==> src/hw/rtl/sld_pkg.sv <==
`default_nettype none
// ----------------------------------------------------------------------------
// Sync-length-sum deframer package
// Shared types and constants for the deframer: phase codes, status codes
// and configuration register indexes.
// ----------------------------------------------------------------------------
package sld_pkg;

  localparam int unsigned ByteW   = 8;
  localparam int unsigned IndexW  = 9;
  localparam int unsigned StatusW = 2;
  localparam int unsigned SumW    = 16;
  localparam int unsigned CfgIdxW = 2;

  localparam logic [ByteW-1:0] SyncFirstRst  = 8'h55;
  localparam logic [ByteW-1:0] SyncSecondRst = 8'hAA;
  localparam logic [ByteW-1:0] MaxPayloadRst = 8'd250;

  localparam logic [CfgIdxW-1:0] CfgSyncFirst  = 2'd0;
  localparam logic [CfgIdxW-1:0] CfgSyncSecond = 2'd1;
  localparam logic [CfgIdxW-1:0] CfgMaxPayload = 2'd2;

  localparam logic [StatusW-1:0] StOk     = 2'd0;
  localparam logic [StatusW-1:0] StSumBad = 2'd1;
  localparam logic [StatusW-1:0] StTooBig = 2'd2;

  typedef enum logic [6:0] {
    PH_HUNT    = 7'b0000001,
    PH_SECOND  = 7'b0000010,
    PH_CMD     = 7'b0000100,
    PH_LEN     = 7'b0001000,
    PH_PAYLOAD = 7'b0010000,
    PH_SUM_HI  = 7'b0100000,
    PH_SUM_LO  = 7'b1000000
  } phase_t;

endpackage
`default_nettype wire

==> src/hw/rtl/sync_length_sum_deframer.sv <==
`default_nettype none
// ----------------------------------------------------------------------------
// Sync-length-sum deframer
// Hunts for a two-byte sync header in a byte stream, then passes out the
// sync, command, length, payload and 16-bit checksum bytes of each frame with
// their position, and flags the final byte with a status.
// ----------------------------------------------------------------------------
// Usage:
// The input channel carries one received byte per item (in_valid, in_stall,
// in_rx_byte). Each frame byte leaves on the output channel with its index,
// the command, a last flag, a status and a report request. Bytes outside a
// frame give no output item.
// A byte is captured in an input register; once the output register is free,
// the frame state is updated and the result loaded into the output register.
// Throughput is one byte per cycle while the receiver does not stall; the
// state update and the single 16-bit add per byte sit between those two registers.
// When the receiver stalls, the output register holds its item and the
// input register can still take one more byte; after that in_stall rises.
// Reset restores the sync bytes 0x55 0xAA and the length limit 250, empties
// both registers and returns the block to hunting. Configuration is written
// through cfg_we, cfg_index and cfg_wdata while the block is idle.
// ----------------------------------------------------------------------------
module sync_length_sum_deframer
  import sld_pkg::*;
(
  input  wire logic               clk,
  input  wire logic               rst_n,
  input  wire logic               cfg_we,
  input  wire logic [CfgIdxW-1:0] cfg_index,
  input  wire logic [ByteW-1:0]   cfg_wdata,
  input  wire logic               in_valid,
  output logic                    in_stall,
  input  wire logic [ByteW-1:0]   in_rx_byte,
  output logic                    out_valid,
  input  wire logic               out_stall,
  output logic [ByteW-1:0]        out_frame_byte,
  output logic [IndexW-1:0]       out_byte_index,
  output logic                    out_last,
  output logic [StatusW-1:0]      out_status,
  output logic [ByteW-1:0]        out_command,
  output logic                    out_report_request
);

  logic [ByteW-1:0] sync_first_r, sync_second_r, max_payload_r;

  logic             in_vld_r, in_vld_nxt;
  logic [ByteW-1:0] in_byte_r;

  phase_t           phase_r, phase_nxt;
  logic [ByteW-1:0] cmd_r, cmd_nxt;
  logic [ByteW-1:0] len_r, len_nxt;
  logic [ByteW-1:0] cnt_r, cnt_nxt;
  logic [SumW-1:0]  sum_r, sum_nxt;
  logic [ByteW-1:0] sum_hi_r, sum_hi_nxt;

  logic               out_vld_r, out_vld_nxt;
  logic [ByteW-1:0]   o_byte_r, o_byte_nxt;
  logic [IndexW-1:0]  o_idx_r, o_idx_nxt;
  logic               o_last_r, o_last_nxt;
  logic [StatusW-1:0] o_status_r, o_status_nxt;
  logic [ByteW-1:0]   o_cmd_r, o_cmd_nxt;
  logic               o_report_r, o_report_nxt;

  logic             out_free, proc, in_accept, has_res;
  logic [ByteW-1:0] b, cnt_inc;
  logic [SumW-1:0]  sum_add, rx_sum;

  assign out_free  = !out_vld_r || !out_stall;
  assign proc      = in_vld_r && out_free;
  assign in_stall  = in_vld_r && !out_free;
  assign in_accept = in_valid && !in_stall;

  assign b       = in_byte_r;
  assign sum_add = sum_r + {{(SumW-ByteW){1'b0}}, b};
  assign cnt_inc = cnt_r + 8'd1;
  assign rx_sum  = {sum_hi_r, b};

  always_comb begin
    phase_nxt    = phase_r;
    cmd_nxt      = cmd_r;
    len_nxt      = len_r;
    cnt_nxt      = cnt_r;
    sum_nxt      = sum_r;
    sum_hi_nxt   = sum_hi_r;
    has_res      = 1'b0;
    o_byte_nxt   = b;
    o_idx_nxt    = '0;
    o_last_nxt   = 1'b0;
    o_status_nxt = StOk;
    o_cmd_nxt    = '0;
    o_report_nxt = 1'b0;
    unique case (phase_r)
      PH_SECOND: begin
        if (b == sync_second_r) begin
          sum_nxt   = sum_add;
          phase_nxt = PH_CMD;
          has_res   = 1'b1;
          o_idx_nxt = 9'd1;
        end else begin
          cmd_nxt    = '0;
          len_nxt    = '0;
          cnt_nxt    = '0;
          sum_hi_nxt = '0;
          if (b == sync_first_r) begin
            phase_nxt = PH_SECOND;
            sum_nxt   = {{(SumW-ByteW){1'b0}}, b};
            has_res   = 1'b1;
          end else begin
            phase_nxt = PH_HUNT;
            sum_nxt   = '0;
          end
        end
      end
      PH_CMD: begin
        cmd_nxt   = b;
        sum_nxt   = sum_add;
        phase_nxt = PH_LEN;
        has_res   = 1'b1;
        o_idx_nxt = 9'd2;
        o_cmd_nxt = b;
      end
      PH_LEN: begin
        has_res   = 1'b1;
        o_idx_nxt = 9'd3;
        o_cmd_nxt = cmd_r;
        if (b > max_payload_r) begin
          o_last_nxt   = 1'b1;
          o_status_nxt = StTooBig;
          cmd_nxt      = '0;
          len_nxt      = '0;
          cnt_nxt      = '0;
          sum_hi_nxt   = '0;
          if (cmd_r == sync_first_r && b == sync_second_r) begin
            // The rejected command and length bytes form a new sync header.
            sum_nxt   = {{(SumW-ByteW){1'b0}}, cmd_r} + {{(SumW-ByteW){1'b0}}, b};
            phase_nxt = PH_CMD;
          end else if (b == sync_first_r) begin
            sum_nxt   = {{(SumW-ByteW){1'b0}}, b};
            phase_nxt = PH_SECOND;
          end else begin
            sum_nxt   = '0;
            phase_nxt = PH_HUNT;
          end
        end else begin
          len_nxt   = b;
          cnt_nxt   = '0;
          sum_nxt   = sum_add;
          phase_nxt = (b == 8'd0) ? PH_SUM_HI : PH_PAYLOAD;
        end
      end
      PH_PAYLOAD: begin
        sum_nxt   = sum_add;
        cnt_nxt   = cnt_inc;
        if (cnt_inc >= len_r) begin
          phase_nxt = PH_SUM_HI;
        end
        has_res   = 1'b1;
        o_idx_nxt = 9'd4 + {1'b0, cnt_r};
        o_cmd_nxt = cmd_r;
      end
      PH_SUM_HI: begin
        sum_hi_nxt = b;
        phase_nxt  = PH_SUM_LO;
        has_res    = 1'b1;
        o_idx_nxt  = 9'd4 + {1'b0, len_r};
        o_cmd_nxt  = cmd_r;
      end
      PH_SUM_LO: begin
        has_res      = 1'b1;
        o_idx_nxt    = 9'd5 + {1'b0, len_r};
        o_cmd_nxt    = cmd_r;
        o_last_nxt   = 1'b1;
        o_status_nxt = (rx_sum == sum_r) ? StOk : StSumBad;
        o_report_nxt = (rx_sum == sum_r) && (cmd_r == 8'd0);
        phase_nxt    = PH_HUNT;
        cmd_nxt      = '0;
        len_nxt      = '0;
        cnt_nxt      = '0;
        sum_nxt      = '0;
        sum_hi_nxt   = '0;
      end
      default: begin
        cmd_nxt    = '0;
        len_nxt    = '0;
        cnt_nxt    = '0;
        sum_hi_nxt = '0;
        if (b == sync_first_r) begin
          phase_nxt = PH_SECOND;
          sum_nxt   = {{(SumW-ByteW){1'b0}}, b};
          has_res   = 1'b1;
        end else begin
          phase_nxt = PH_HUNT;
          sum_nxt   = '0;
        end
      end
    endcase
  end

  always_comb begin
    if (in_accept) begin
      in_vld_nxt = 1'b1;
    end else if (proc) begin
      in_vld_nxt = 1'b0;
    end else begin
      in_vld_nxt = in_vld_r;
    end
    if (out_free) begin
      out_vld_nxt = proc && has_res;
    end else begin
      out_vld_nxt = out_vld_r;
    end
  end

  always_ff @(posedge clk) begin
    if (!rst_n) begin
      sync_first_r  <= SyncFirstRst;
      sync_second_r <= SyncSecondRst;
      max_payload_r <= MaxPayloadRst;
    end else if (cfg_we) begin
      unique case (cfg_index)
        CfgSyncFirst:  sync_first_r  <= cfg_wdata;
        CfgSyncSecond: sync_second_r <= cfg_wdata;
        CfgMaxPayload: max_payload_r <= cfg_wdata;
        default: begin
        end
      endcase
    end
  end

  always_ff @(posedge clk) begin
    if (!rst_n) begin
      in_vld_r  <= 1'b0;
      out_vld_r <= 1'b0;
      phase_r   <= PH_HUNT;
      cmd_r     <= '0;
      len_r     <= '0;
      cnt_r     <= '0;
      sum_r     <= '0;
      sum_hi_r  <= '0;
    end else begin
      in_vld_r  <= in_vld_nxt;
      out_vld_r <= out_vld_nxt;
      if (proc) begin
        phase_r  <= phase_nxt;
        cmd_r    <= cmd_nxt;
        len_r    <= len_nxt;
        cnt_r    <= cnt_nxt;
        sum_r    <= sum_nxt;
        sum_hi_r <= sum_hi_nxt;
      end
    end
  end

  always_ff @(posedge clk) begin
    if (in_accept) begin
      in_byte_r <= in_rx_byte;
    end
    if (proc && has_res) begin
      o_byte_r   <= o_byte_nxt;
      o_idx_r    <= o_idx_nxt;
      o_last_r   <= o_last_nxt;
      o_status_r <= o_status_nxt;
      o_cmd_r    <= o_cmd_nxt;
      o_report_r <= o_report_nxt;
    end
  end

  assign out_valid          = out_vld_r;
  assign out_frame_byte     = o_byte_r;
  assign out_byte_index     = o_idx_r;
  assign out_last           = o_last_r;
  assign out_status         = o_status_r;
  assign out_command        = o_cmd_r;
  assign out_report_request = o_report_r;

`ifndef SYNTHESIS
  a_status_only_on_last: assert property (@(posedge clk) disable iff (!rst_n)
    out_vld_r && !o_last_r |-> o_status_r == StOk && !o_report_r)
    else $error("status or report set on a byte that is not last");

  a_report_needs_ok: assert property (@(posedge clk) disable iff (!rst_n)
    out_vld_r && o_report_r |-> o_status_r == StOk && o_cmd_r == 8'd0)
    else $error("report request on a bad frame or nonzero command");

  a_index_range: assert property (@(posedge clk) disable iff (!rst_n)
    out_vld_r |-> o_idx_r <= 9'd260)
    else $error("byte index out of range");

  a_stall_needs_full: assert property (@(posedge clk) disable iff (!rst_n)
    in_stall |-> in_vld_r && out_vld_r)
    else $error("input stalled while a register is free");
`endif

endmodule
`default_nettype wire

==> config.mk <==
export PLATFORM = sky130hd
export DESIGN_NAME = sync_length_sum_deframer
export DESIGN_NICKNAME = d
export VERILOG_FILES = /design/src/hw/rtl/sld_pkg.sv /design/src/hw/rtl/sync_length_sum_deframer.sv
export SDC_FILE = /design/constraint.sdc
export NUM_CORES = 1
export LEC_CHECK = 0
export BUFFER_PORTS_ARGS = -buffer_cell sky130_fd_sc_hd__clkbuf_2
export CORE_UTILIZATION = 35
export DETAILED_ROUTE_END_ITERATION = 7
export PLACE_DENSITY_LB_ADDON = 0.12
export SYNTH_ARGS = -nofsm -noshare
export SYNTH_HDL_FRONTEND = slang
export SYNTH_SLANG_ARGS = --single-unit
==> constraint.sdc <==
create_clock -name clk -period 4.59 [get_ports clk]
set_input_delay 0.6885 -clock clk [delete_from_list [all_inputs] [get_ports clk]]
set_output_delay 0.6885 -clock clk [all_outputs]
set_load 0.05 [all_outputs]
# Word level (Yosys, flattened, before mapping)
# Cells that the tools add are included.
[word_totals]
output_inout_bits = 31
regBits = 118
[op_classes]
eq_ne = 15
order_cmp = 2
addsub = 6
muxes = 32
n_reduce_logical = 30
n_bitwise = 5
[ops]
columns = ["cell", "n"]
rows = [
  ["$pmux 16 s5", 1],
  ["$pmux 8 s4", 2],
  ["$pmux 9 s6", 1],
  ["$mux 16", 3],
  ["$pmux 8 s3", 2],
  ["$pmux 7 s6", 1],
  ["$mux 8", 4],
  ["$add 3x8->9 const A", 3],
  ["$eq 8x8->1", 3],
  ["$add 16x8->16", 1],
  ["$eq 16x16->1", 1],
  ["$logic_not 8->1", 2],
  ["$pmux 8 s2", 1],
  ["$mux 7", 2],
  ["$reduce_and 2->1", 5],
  ["$add 8x8->9", 1],
  ["$add 8x1->8 const B", 1],
  ["$ge 8x8->1", 1],
  ["$gt 8x8->1", 1],
  ["$reduce_and 4->1", 2],
  ["$eq 7x2->1 const B", 1],
  ["$eq 7x3->1 const B", 1],
  ["$eq 7x4->1 const B", 1],
  ["$eq 7x5->1 const B", 1],
  ["22 further kinds", 48],
]

# Longest topological paths before layout
# Gate-level depths: netlist of the first run.
[logic_depth]
ltp_word = 7
ltp_mapped = 11
ltp_nobuf = 11

# Least setup slack after synthesis of the first run
# Ideal clock, no wire load.
[synth_timing]
path_kind = "register to register"
start = "register in_byte_r[2] (netlist: b[2])"
end = "register o_idx_r[0] (netlist: out_byte_index[0]) (enable)"
arrival_time_ns = 3.034
setup_time_ns = 0.427
path_stages_with_launch = 8
path_slack_ns = 1.129
cell_sequence = "edfxtp_1 > buf_2 > xor2_1 > nor4_2 > nand2_4 > a31oi_1 > o22ai_1 > a21oi_1"
[synth_between]
elab_chain_len = 5
[synth_lines]
columns = ["item", "line", "text"]
rows = [
  ["start: declaration", "sync_length_sum_deframer.sv:47", "logic [ByteW-1:0] in_byte_r;"],
  ["start signal: assignment", "sync_length_sum_deframer.sv:256", "in_byte_r <= in_rx_byte;"],
  ["$eq 8x8->1", "sync_length_sum_deframer.sv:104, sync_length_sum_deframer.sv:187", ""],
  ["$mux 1", "sync_length_sum_deframer.sv:104, sync_length_sum_deframer.sv:187", ""],
  ["$mux 1", "sync_length_sum_deframer.sv:94", "if (b == sync_second_r) begin"],
  ["$pmux 1 s2 (*)", "sync_length_sum_deframer.sv:92", "unique case (phase_r)"],
  ["$logic_and 1x1->1 (*)", "sync_length_sum_deframer.sv:258", "if (proc && has_res) begin"],
  ["end signal: assignment", "sync_length_sum_deframer.sv:260", "o_idx_r <= o_idx_nxt;"],
  ["end: declaration", "sync_length_sum_deframer.sv:58", "logic [IndexW-1:0] o_idx_r, o_idx_nxt;"],
]
# Every way passes the cells marked *; elsewhere a longest branch is shown, timed or not.
# A chain may end at the register's enable or synchronous reset.

# Worst setup path in the final report of the first run
[layout_timing]
start = "register in_byte_r[7] (netlist: b[7])"
end = "register o_idx_r[7] (netlist: out_byte_index[7]) (enable)"
# Same word-level chain as after synthesis.

==> results of run 1 <==
sequential cells by signal, summed over array words and instances, names as in the netlist, 8 cells and up:
name,count
b,8
cmd_r,8
cnt_r,8
len_r,8
max_payload_r,8
out_byte_index,9
out_command,8
out_frame_byte,8
sum_hi_r,8
sum_r,16
sync_first_r,8
sync_second_r,8
logic make-up (layout without fill, tap and decap cells):
kind of cell / Yosys count / count (layout) / share of synthesized area (%)
multiplexers: 33 / 33 / 4.85
buffers and inverters: 62 / 118 / 4.03
AND/OR/NAND/NOR: 264 / 264 / 20.4
AO/OA/AOI/OAI: 156 / 156 / 15.1
adder cells (fa/ha/maj): 37 / 37 / 7.02
XOR/XNOR: 66 / 66 / 8.49
flip-flops: 118 / 118 / 40.1
metal layers:
layer,share of wire [%],track usage [%]
met5,0,0
met3,4.3,3.85
met4,2.0,7.64
met1,49,26.8
met2,45,31.6
report_power, final:
part,internal (uW),total [uW],switching [uW]
registers,1090,1130,37.3
clock network,851,1370,521
logic,72.4,186,114
worst max-delay path by stage:
stage                              to  slack (ps)  cells after the start  startpoint
global route        out_byte_index[8]        1180                      6        b[7]
floorplan           out_byte_index[0]        1130                      7        b[2]
detailed placement  out_frame_byte[7]        1310                      6        b[7]
global placement    out_frame_byte[7]        1490                      6        b[7]
CTS                 out_byte_index[7]        1300                      6        b[7]
finish              out_byte_index[7]        1340                      6        b[7]
metrics by stage:
| stage | power [uW] | setup WS [ps] | area, um^2 |
|---|---|---|---|
| after detailed placement | 1340 | 1310 | 7270 |
| after floorplan | 1280 | 1130 | 6810 |
| after global placement | 1330 | 1490 | 7270 |
| after CTS | 2710 | 1300 | 7880 |
| after global routing | 2780 | 1180 | 7880 |
| final | 2690 | 1340 | 7880 |
layout by cell type, fill, tap and decap left out, types with 11 or more instances in the layout:
cell type / count
xor2_1: 39
o211ai_1: 11
ha_1: 35
clkbuf_2: 53
clkbuf_16: 18
o21ai_0: 26
nand3_1: 35
xnor2_1: 27
a21o_1: 14
mux2i_1: 33
inv_1: 29
nor2_1: 65
edfxtp_1: 37
and2_1: 11
nand2_1: 67
dfxtp_1: 81
a21oi_1: 53
area by class of cell:
| class | count | share of cell area [%] |
|---|---|---|
| Clock buffer | 19 | 5.89 |
| Clock inverter | 13 | 1.86 |
| Timing Repair Buffer | 56 | 3.65 |
| Tap cell | 260 | 4.13 |
| Multi-Input combinational cell | 556 | 48.4 |
| Sequential cell | 118 | 34.7 |
| Inverter | 30 | 1.43 |
==> results.json, run 1 <==
{
  "drt_wl_total_um": 18900,
  "rsz0062_at_grt": "no",
  "critPathRequiredTime_ps": 4620,
  "io-pin-count": 54,
  "crit_path_end_kind": "flop",
  "p_leak_uw": 0.00324,
  "crit_family": "compound AO/OA/AOI/OAI gates",
  "cts.reportedPaths.clkPinSlew_ps": 60,
  "area_delta_synth_final_pct": 15.8,
  "fmax_mhz": 308,
  "post-route-util_pct": 41.7,
  "gr-total-overflow": 0,
  "dp_hpwl_um": 13500,
  "drtIter0Drc": 360,
  "clock_latency_ps": 420,
  "slew_headroom_pct": 28.3,
  "synth_top_area_cell": "dfxtp_1",
  "worst-r2r-setup-slack_ps": 1340,
  "fin_skew_ps": 10.3,
  "ctsResizeCount": 0,
  "timing.hold.ws_ps": 442,
  "wire_per_inst_um": 17.9,
  "grt_max_degree": 54,
  "io_buffer_count": 53,
  "synth_flop_cell": "dfxtp_1",
  "synth_top_area_share_pct": 23.8,
  "die_w_um": 141,
  "synth_cell_types": 75,
  "min_period_ps": 3250,
  "drtAntennaViolNets": 0,
  "regArea_um2": 2730,
  "post_cts_buffers": 0,
  "slowest_stage": "a21oi_4",
  "cts_tree": "yes",
  "crit_fanout": 30,
  "syn-instance-count": 736,
  "max-vdd-ir-drop_uv": 245,
  "routed-via-count": 5636,
  "cp_data_arrival_time_ps": 3280,
  "grt.total_usage_pct": 19.9,
  "hold_depth": 1,
  "synth_async_sr_flop_share_pct": 0,
  "critPathMaxStageDelay_ps": 880,
  "clk_path_buf_depth": 2,
  "avgSynthCellArea_um2": 9.25,
  "crit_type": "reg -> reg",
  "min_from": "in_rx_byte[3]",
  "routed_via_density": 5.36,
  "status": "completed",
  "slew_violations": 0,
  "cts_buffers": 17,
  "coreArea_um2": 18900,
  "die_h_um": 141,
  "hp-class": "in -> reg",
  "grt_pass1_vias": 5491,
  "crit_chain": "xor2_1, nor4_2, nand2_4, a31oi_1, o22ai_1, a21oi_4",
  "tightest_slew_ps": 1070,
  "timing.setup.tns_ps": 0,
  "nNetsFinal": 839,
  "die-area_um2": 20000,
  "whs_endpoint": "b[3]",
  "drc": 0,
  "antenna_found_initial": 0,
  "synth_edf_count": 37,
  "r2r_cells": 6,
  "finalSetupViolCount": 0,
  "cts_root_buf": "clkbuf_16",
  "firstDrtPassIters": 5,
  "cts_sinks": 118,
  "hold_buffers": 0,
  "insertedDiodeCount": 0,
  "finalCritPeriodShare_pct": 70.7,
  "start_kind": "flop",
  "num_rows": 50,
  "seq_area_frac_synth_pct": 40.1,
  "fillers": 1884,
  "drive_gt1_share_pct": 14.9,
  "gp_congestion": 0.874,
  "ys_ff_latch": 118,
  "finalHoldViolations": 0,
  "netlist_area_um2": 6810,
  "yosysMostFrequentCell": "dfxtp_1",
  "p_per_area_nw_per_um2": 341,
  "critPathBufInv": 0,
  "start_util_pct": 36.0,
  "synth.cells.most_frequent": "81 x dfxtp_1, 67 x nand2_1, 65 x nor2_1, 54 x a21oi_1, 39 x xor2_1",
  "multi_input_area_um2": 3810,
  "yosysWarningCount": 0,
  "r2r-start": "b[7]",
  "rr_endpoint": "out_byte_index[7]",
  "synthTopCellsByArea": "dfxtp_1 24%, edfxtp_1 16%, ha_1 6.4%",
  "syn_nets": 796,
  "placed_cells": 1020,
  "maxCapViolCount": 0,
  "fin_cells": 1052,
  "h-tree-depth": 4,
  "grt_pass1_wl_um": 30000
}
No activity file was read; power rests on OpenSTA's default activity.
==> inputs of run 2 (changes only) <==
clock period = 2.9 ns   (was 4.59 ns; I/O delays follow)
==> run 2 against run 1 <==
- worst setup slack worse by 1100 ps
- sequential share of layout area shrank 1.1 points
- total power grew 58%
- global-route usage is 0.72 points higher
- core utilization up 1.3 points
- wire length is 3.5% higher
- combinational power is 96% higher
- register-to-register slack got worse by 1100 ps
- clock skew about the same
- die area unchanged
- critical path type unchanged
- largest power group unchanged
==> results.json, run 2 (synthesized netlist as in run 1, its figures left out) <==
{
  "status": "completed",
  "worst-r2r-setup-slack_ps": 280,
  "h-tree-depth": 4,
  "p_leak_uw": 0.00338,
  "grt.total_usage_pct": 20.6,
  "slew_violations": 0,
  "finalHoldViolations": 0,
  "drive_gt1_share_pct": 18.0,
  "drtIter0Drc": 367,
  "r2r-start": "b[0]",
  "die_h_um": 141,
  "whs_endpoint": "b[7]",
  "rr_endpoint": "sum_r[8]",
  "coreArea_um2": 18900,
  "hp-class": "in -> reg",
  "hold_buffers": 0,
  "grt_pass1_vias": 5727,
  "grt_pass1_wl_um": 31200,
  "max-vdd-ir-drop_uv": 415,
  "crit_path_end_kind": "flop",
  "crit_chain": "ha_1, fa_1, a21o_1, a21o_1, a211oi_1, o21bai_1, a21o_1, a32oi_1, o32ai_2",
  "cp_data_arrival_time_ps": 2910,
  "grt_max_degree": 28,
  "cp_common_cell": "a21o_1",
  "p_comb_share_pct": 8.6,
  "drt_wl_total_um": 19500,
  "io_buffer_count": 53,
  "wire_per_inst_um": 18.0,
  "gr-total-overflow": 0,
  "num_rows": 50,
  "finalSetupViolCount": 0,
  "gp_congestion": 0.849,
  "cts_buffers": 17,
  "slew_headroom_pct": 39.4,
  "largest_reg_flops": 16,
  "tightest_slew_ps": 907,
  "hold_depth": 1,
  "cts_root_buf": "clkbuf_16",
  "die-area_um2": 20000,
  "critPathRequiredTime_ps": 3190,
  "antenna_found_initial": 0,
  "fin_skew_ps": 10.2,
  "slowest_stage": "edfxtp_1",
  "timing.hold.ws_ps": 189,
  "maxCapViolCount": 0,
  "start_kind": "flop",
  "cts_tree": "yes",
  "nNetsFinal": 870,
  "rsz0062_at_grt": "no",
  "cts_sinks": 118,
  "cts.reportedPaths.clkPinSlew_ps": 50,
  "drc": 0,
  "min_period_ps": 2620,
  "drtAntennaViolNets": 0,
  "intPower_uw": 3200,
  "r2r_cells": 9,
  "routed-via-count": 5707,
  "timing.setup.tns_ps": 0,
  "die_w_um": 141,
  "finalCritPeriodShare_pct": 90.5,
  "final_common_cell": "dfxtp_1",
  "seq_power_share_pct": 41.2,
  "crit_type": "reg -> reg",
  "io-pin-count": 54,
  "start_util_pct": 36.0,
  "routed_via_density": 5.27,
  "area_delta_synth_final_pct": 19.4,
  "insertedDiodeCount": 0,
  "dp_hpwl_um": 14600,
  "fmax_mhz": 381,
  "clock_latency_ps": 430,
  "critPathMaxStageDelay_ps": 470,
  "p_sw_uw": 1050,
  "switching_share_pct": 24.7,
  "p_clk_share_pct": 50.2,
  "min_from": "in_rx_byte[7]",
  "post-route-util_pct": 43.0,
  "clk_path_buf_depth": 2,
  "placed_cells": 1051,
  "p_per_area_nw_per_um2": 523,
  "final_cell_mix": "81 x dfxtp_1, 67 x nand2_1, 65 x nor2_1",
  "top_register": "sum_r",
  "firstDrtPassIters": 4,
  "fin_cells": 1083,
  "crit_fanout": 6
}
-- run 2: cell count changes in the layout (fill, tap and decap cells not counted), sizes merged --
cell / delta
clkinvlp: +4
clkinv: -5
inv: -1
clkbuf: +2
buf: +31
-- run 2: area by class of cell --
| class | count | area, um^2 |
|---|---|---|
| repair buffers | 87 | 546 |
| clock buffers | 21 | 472 |
| well taps | 260 | 325 |
| flip-flops and latches | 118 | 2730 |
| multi-input cells | 556 | 3810 |
| inverters | 30 | 113 |
| fillers | 1873 | 10800 |
| clock inverters | 11 | 124 |
-- run 2: worst max path at each step --
stage	from	endpoint	slack, ps
6_report	b[0]	sum_r[8]	280
4_1_cts	b[5]	sum_r[15]	260
3_5_place_dp	b[7]	sum_r[15]	290
2_1_floorplan	b[2]	out_byte_index[0]	90
3_3_place_gp	b[7]	sum_r[15]	370
5_1_grt	b[0]	sum_r[1]	130
-- run 2: power by group through the flow --
stage | combinational, uW | sequential, uW | clock [uW]
after global placement | 356 | 1790 | 0
after floorplan | 229 | 1790 | 0
after CTS | 365 | 1750 | 2170
after global routing | 402 | 1750 | 2240
after detailed placement | 363 | 1790 | 0
final | 365 | 1750 | 2140
-- run 2: repair_timing --
action / 4_1_cts / 5_1_grt
setup endpoints to repair: 0 / 1
endpoints found under the hold margin: 0 / 0
resized for setup: 0 / 1
setup buffers: 0 / 0
-- run 2: layer usage --
layer  track usage [%]  vias to the layer above  part of all wire (%)
met5                 0                        -                     0
met4              7.02                        0                   1.6
met3              4.86                       25                   4.5
met2              33.0                      119                    46
met1              27.3                     2777                    48
li1                  -                     2786                     -
-- run 2: critical path: cells and delay by family, from the launching register on --
family	cells	cell delay (ps)
flops	1	470
fa+ha+maj	2	690
compound gates	7	1330
-- run 2: per-stage QoR --
stage	setup slack [ps]	power [uW]	area, um^2
6_report	277	4250	8130
4_1_cts	259	4290	8120
5_1_grt	127	4390	8130
3_3_place_gp	369	2140	7530
2_1_floorplan	89.0	2020	6810
3_5_place_dp	290	2150	7530
